==> src/rtl/hll_mul64.sv <==
// ----------------------------------------------------------------------------
// hll_mul64
// 64 x 64 multiplier over four 32 x 32 partial products
// ----------------------------------------------------------------------------
module hll_mul64 (
    input  logic          clk,
    input  logic          rst_n,
    input  logic          start,
    input  logic [63:0]   a,
    input  logic [63:0]   b,
    output logic          done,
    output logic [127:0]  product
);

    logic [63:0]  a_reg;
    logic [63:0]  b_reg;
    logic [63:0]  prod_reg;
    logic [6:0]   sh_reg;
    logic [127:0] acc_reg;
    logic [2:0]   cnt_reg;
    logic         busy_reg;
    logic         done_reg;

    logic [31:0]  pa;
    logic [31:0]  pb;
    logic [6:0]   sh;

    always_comb
    begin
        case (cnt_reg[1:0])
            2'd0:
            begin
                pa = a_reg[31:0];
                pb = b_reg[31:0];
                sh = 7'd0;
            end
            2'd1:
            begin
                pa = a_reg[31:0];
                pb = b_reg[63:32];
                sh = 7'd32;
            end
            2'd2:
            begin
                pa = a_reg[63:32];
                pb = b_reg[31:0];
                sh = 7'd32;
            end
            default:
            begin
                pa = a_reg[63:32];
                pb = b_reg[63:32];
                sh = 7'd64;
            end
        endcase
    end

    always_ff @(posedge clk or negedge rst_n)
    begin
        if (!rst_n)
        begin
            cnt_reg  <= 3'd0;
            busy_reg <= 1'b0;
            done_reg <= 1'b0;
        end
        else if (start)
        begin
            cnt_reg  <= 3'd0;
            busy_reg <= 1'b1;
            done_reg <= 1'b0;
        end
        else if (busy_reg)
        begin
            cnt_reg  <= cnt_reg + 3'd1;
            busy_reg <= (cnt_reg != 3'd4);
            done_reg <= (cnt_reg == 3'd4);
        end
        else
        begin
            done_reg <= 1'b0;
        end
    end

    always_ff @(posedge clk)
    begin
        if (start)
        begin
            a_reg   <= a;
            b_reg   <= b;
            acc_reg <= 128'd0;
        end
        else if (busy_reg)
        begin
            if (cnt_reg != 3'd4)
            begin
                prod_reg <= {32'd0, pa} * {32'd0, pb};
                sh_reg   <= sh;
            end
            if (cnt_reg != 3'd0)
            begin
                acc_reg <= acc_reg + ({64'd0, prod_reg} << sh_reg);
            end
        end
    end

    assign done    = done_reg;
    assign product = acc_reg;

endmodule

==> config.mk <==
export PLATFORM = sky130hd
export DESIGN_NAME = hll_mul64
export DESIGN_NICKNAME = d
export VERILOG_FILES = /design/src/rtl/hll_mul64.sv
export SDC_FILE = /design/constraint.sdc
export NUM_CORES = 2
export LEC_CHECK = 0
export BUFFER_PORTS_ARGS = -buffer_cell sky130_fd_sc_hd__buf_2
export CORE_ASPECT_RATIO = 2
export CORE_UTILIZATION = 40
export CTS_BUF_LIST = sky130_fd_sc_hd__clkbuf_8
export CTS_CLUSTER_SIZE = 30
export DETAILED_ROUTE_END_ITERATION = 6
export PLACE_DENSITY = 0.6
export SKIP_CTS_REPAIR_TIMING = 1
export SYNTH_ARGS = -nofsm -noshare
export SYNTH_HDL_FRONTEND = slang
export SYNTH_SLANG_ARGS = --single-unit
==> constraint.sdc <==
create_clock -name clk -period 12.99 [get_ports clk]
set_input_delay 1.299 -clock clk [delete_from_list [all_inputs] [get_ports clk]]
set_output_delay 1.299 -clock clk [all_outputs]
set_load 0.01 [all_outputs]
## After elaboration in Yosys (flattened, before gate mapping)

Index checks and enable logic that the tools add are counted.

- Add/subtract/negate cells: 2
- $mul: 1
- Equal/unequal tests: 4
- Shifts and indexed selects: 1
- Multiplexer cells: 9
- Bitwise logic cells: 1
- Reductions and logical operators: 8

Operators by type and width:

| cell | count |
|---|---|
| adder 128 bit | 1 |
| left shift 64 x 7 -> 128 bit | 1 |
| multiplier 32 x 32 -> 64 bit | 1 |
| 2-to-1 mux 32 bit | 2 |
| one-hot mux 7 bit (2 select lines) | 1 |
| 2-to-1 mux 3 bit | 2 |
| OR reduction 2 bit | 3 |
| 2-to-1 mux 1 bit | 4 |
| adder 3 x 1 -> 3 bit, second input constant | 1 |
| == test 3 bit, second input constant | 1 |
| != test 3 bit, second input constant | 1 |
| AND reduction 3 bit | 1 |
| nonzero test 3 bit | 1 |
| == test 2 x 1 -> 1 bit, second input constant | 1 |
| == test 2 bit, second input constant | 1 |
| logical NOT 2 bit | 1 |
| AND reduction 2 bit | 1 |
| nonzero test 2 bit | 1 |
| inverter 1 bit | 1 |

- Register bits after elaboration: 332
- Input bits: 131
- Output and inout bits: 129
- Word-level logic and storage cells: 34

## Longest topological paths before layout

- Depth in word-level cells: 4
- Depth in mapped cells: 39
- Depth with buffers taken out: 34

## Least setup slack after synthesis

Ideal clock, no wire load.

- Path type: reg-to-reg
- Start: register cnt_reg[0]
- End: register prod_reg[61] (data pin)
- Library setup time: 0.262 ns
- Data arrival time: 9.267 ns
- Data required time: 12.728 ns
- Setup slack: 3.462 ns
- Cell stages (with the launch flop): 35
- Buffers on the path: 4
- Period minus slack after synthesis: 9.528 ns
- Cell sequence: dfrtp_1 > inv_1 > ha_1 > clkbuf_1 > nor2_1 > clkbuf_1 > buf_1 > mux2i_1 > clkbuf_1 > nor2_1 > fa_1 > inv_1 > fa_1 > fa_1 > fa_1 > inv_1 > fa_1 > inv_1 > fa_1 > inv_1 > fa_1 > fa_1 > ha_1 > and4_1 > and3_1 > and2_1 > a31oi_1 > o21ai_1 > a31oi_1 > o31ai_1 > a21oi_1 > o21ai_1 > a211oi_2 > o21ai_1 > xor2_1

- Cells in the longest elaborated chain, start to end: 4
- Elaborated cells on any way between the ends: 8
- Those cells by class: mul (1); eq/ne (2); mux (2); reduce/logical (3)

RTL lines:

| what | RTL line | source |
|---|---|---|
| from (decl) | 20 | `logic [2:0] cnt_reg;` |
| from (signal assigned) | 74 | `cnt_reg <= cnt_reg + 3'd1;` |
| == test 2 x 1 -> 1 bit (tied with other cells) | 30 | `case (cnt_reg[1:0])` |
| OR reduction 2 bit (no source line) | - |  |
| 2-to-1 mux 32 bit | 30 |  |
| multiplier 32 x 32 -> 64 bit * | 96 | `prod_reg <= {32'd0, pa} * {32'd0, pb};` |
| to (signal assigned) | 96 |  |
| to (decl) | 17 | `logic [63:0] prod_reg;` |

Mark *: on every way between the ends. The rest lies on a longest branch, timed or not.
A chain may end at the register's enable or synchronous reset.

## Final worst setup path

- Start: register cnt_reg[0]
- End: register prod_reg[57] (data pin)

The elaborated chain is that of the path after synthesis.

==> impl_metrics.toml <==
[status]
status = "complete, but fails checks"
violations = "DRC, capacitance limit, slew limit"

[die]
die_area_um2 = 134000
die_h_um = 517
rows = 188
core_um2 = 131000
start_util_pct = 40.4
die_x_um = 260
ios = 260

[logic_synthesis]
synth_cell_types = 84
ys_seq_area_share_pct = 16.0
synthDominantCellAreaShare_pct = 33.8
synth_area_leaders = "fa_1, edfxtp_1, ha_1, inv_1, nand2_1"
synth_nets = 7447
syn_area_per_cell_um2 = 8.82
synth_top_flop_cell = "edfxtp_1"
synth.largest_area_cell = "fa_1"
synth_area_um2 = 53100
synth-edff-count = 194
ys_warn_count = 0
synthArstFlopShare_pct = 1.53
netlist_instances = 6025
ys_seq_elements = 327

[worst_setup_path]
r2r_slack_ns = 1.90
criticalPathCategory = "reg2reg"
critical_path.max_fanout = 20
crit_required_ns = 13.44
timing.rr.end = "prod_reg[57]$_DFFE_PP_"
r2r_cells = 31
max_stage_delay_ns = 1.17
crit_top_cell = "fa_1"
crit_slowest_cell = "mux2i_2"
worstSetupStartpointType = "flip-flop"
crit_path_end = "prod_reg[57]$_DFFE_PP_"
crit_arrival_ns = 11.54
r2r_start = "cnt_reg[0]$_DFFE_PN0P_"
critPathCaptureType = "flip-flop"
startpoint = "cnt_reg[0]$_DFFE_PN0P_"

[clock_network]
cts_tree = "built"
htreeDepth = 2
clock_sinks = 327
clk_pin_slew_worst_paths_ns = 0.07
cts_buffers = 53
clockBufferDepth = 3
cts-root-buf = "clkbuf_8"
clock_latency_ns = 0.79

[finish]
largest_register_ffs = 128
drive_gt1_share_pct = 9.72
nets = 7544
syn_to_final_growth_pct = 8.31
num-fill-cells = 13000

[timing]
tns_ns = 0
fmax_mhz = 90.2
worst_slew_pin_slew_ns = 1.48
min_period_over_period_pct = 85.4
setup_viol = 0
slew_headroom_pct = -1.43
fin_crit_ns = 11.09
hold_viol_final = 0
rsz0062_at_grt = "false"
slew_viol_final = 1
fin_skew_ns = 0.0959

[flow_run]
max-cap-violations = 3

[global_route]
gr-total-overflow = 0
grt_pass1_wl_um = 322000
grt_max_degree = 71
track_usage_pct = 33.8
antenna_found_initial = 11
first_global_vias = 48600

[drt]
drtAntennaViolNets = 0
firstDrtPassIters = 7
drt_wl_total_um = 225000
vias = 45100
post_drt_via_cell_ratio = 5.73
drc = 1
wl_per_cell_um = 28.5
drt_iter0_markers = 3488

[placed_design]
dp.final_hpwl_um = 181000
place_congestion = 1.20
port_buffers = 259

[hold_path]
hp-class = "in2async"
==> worst max-delay path: cells and delay by family (launching register included) <==
family	cells	cell delay [ns]
AO/OA/AOI/OAI	11	2.76
AND/OR/NAND/NOR	2	0.86
multiplexers	1	1.17
XOR/XNOR	1	0.17
flip-flops	1	0.41
buffers and inverters	6	0.65
adder cells (fa/ha/maj)	10	4.75
==> worst min-delay path by stage <==
stage / slack, ns / start / cells after the start / end
2_1_floorplan: 0.49 / product[105]$_SDFFE_PP0P_ / 2 / product[105]$_SDFFE_PP0P_
5_1_grt: 0.40 / rst_n / 1 / busy_reg$_DFF_PN0_
3_3_place_gp: 0.46 / product[118]$_SDFFE_PP0P_ / 2 / product[118]$_SDFFE_PP0P_
3_5_place_dp: 0.47 / product[105]$_SDFFE_PP0P_ / 2 / product[105]$_SDFFE_PP0P_
4_1_cts: 0.34 / rst_n / 1 / busy_reg$_DFF_PN0_
6_report: 0.40 / rst_n / 1 / busy_reg$_DFF_PN0_
==> layout by cell type, fill, tap and decap left out, drive strengths merged, types with 13 or more instances in the layout <==
cell      n
a21boi   15
nor2b    53
a21oi   342
ha      394
a22o     39
nand4    79
dfxtp   128
edfxtp  194
xnor2   108
nand3    29
o21a     25
xor2     76
and3     20
mux2     63
nor3     43
a21o     94
fa      897
a31oi    23
and2     49
inv     949
a211oi   20
nor2    761
o21bai   54
o211ai   13
mux2i    95
buf     354
o21ai   204
clkinv   18
nand2b   14
clkbuf   63
and4     17
nand2   788
or3      15
==> synthesized netlist by cell type (21+ instances only) <==
library cell  count
clkbuf_1        297
o21bai_1         54
xnor2_1         108
dfxtp_1         128
a21o_1           94
o21ai_1          21
nor3_1           43
inv_1           939
ha_1            394
nor2_1          761
nand2_1         786
a21oi_1         338
nand4_1          79
nand3_1          29
a22o_1           39
o21a_1           24
a31oi_1          21
mux2i_1          95
nor2b_1          53
edfxtp_1        194
mux2_2           63
xor2_1           76
and2_1           48
fa_1            897
o21ai_0         181
==> kinds of logic (layout without fill, tap and decap cells) <==
| group | after synthesis | count (layout) | share of synthesized area (%) |
|---|---|---|---|
| buf+inv | 1252 | 1389 | 8.87 |
| simple gates | 1902 | 1902 | 15.1 |
| mux | 158 | 158 | 3.13 |
| flops | 327 | 327 | 16.0 |
| other cells | 0 | 4 | 0 |
| xor+xnor | 184 | 184 | 3.03 |
| fa+ha+maj | 1291 | 1291 | 43.1 |
| compound gates | 911 | 911 | 10.8 |
==> routing by layer <==
layer	part of all wire, %	vias to the layer above	global-route usage [%]	wire [um]
li1	-	19400	-	-
met1	30	22300	30.9	67700
met2	50	2328	60.3	113000
met3	6.8	1054	6.37	15300
met4	13	14	35.1	29000
met5	0.043	-	0	96
==> cell type report <==
cell class	count	area [um^2]	share of cell area, %
Clock inverter	33	246	0.428
Tap cell	1710	2140	3.72
Timing Repair Buffer	355	2030	3.52
Sequential cell	327	8510	14.8
Multi-Input combinational cell	4446	40200	69.9
Inverter	939	3520	6.13
Clock buffer	62	853	1.48
Antenna cell	4	10.0	0.0174
==> per-stage QoR <==
| stage | hold slack [ns] | cells | worst slack [ns] | instance area [um^2] | util, % |
|---|---|---|---|---|---|
| after floorplan | 0.485 | 6025 | 3.46 | 53100 | - |
| after global placement | 0.456 | 7777 | 2.40 | 56400 | 42.9 |
| after detailed placement | 0.466 | 7777 | 2.23 | 56400 | 42.9 |
| after CTS | 0.340 | 7872 | 2.22 | 57500 | 43.7 |
| after global routing | 0.396 | 7873 | 1.60 | 57500 | 43.7 |
| final | 0.403 | 7876 | 1.90 | 57500 | 43.7 |
Power is not shown: default switching activity piles up to over one toggle a cycle in this logic, so the estimate is an artifact.
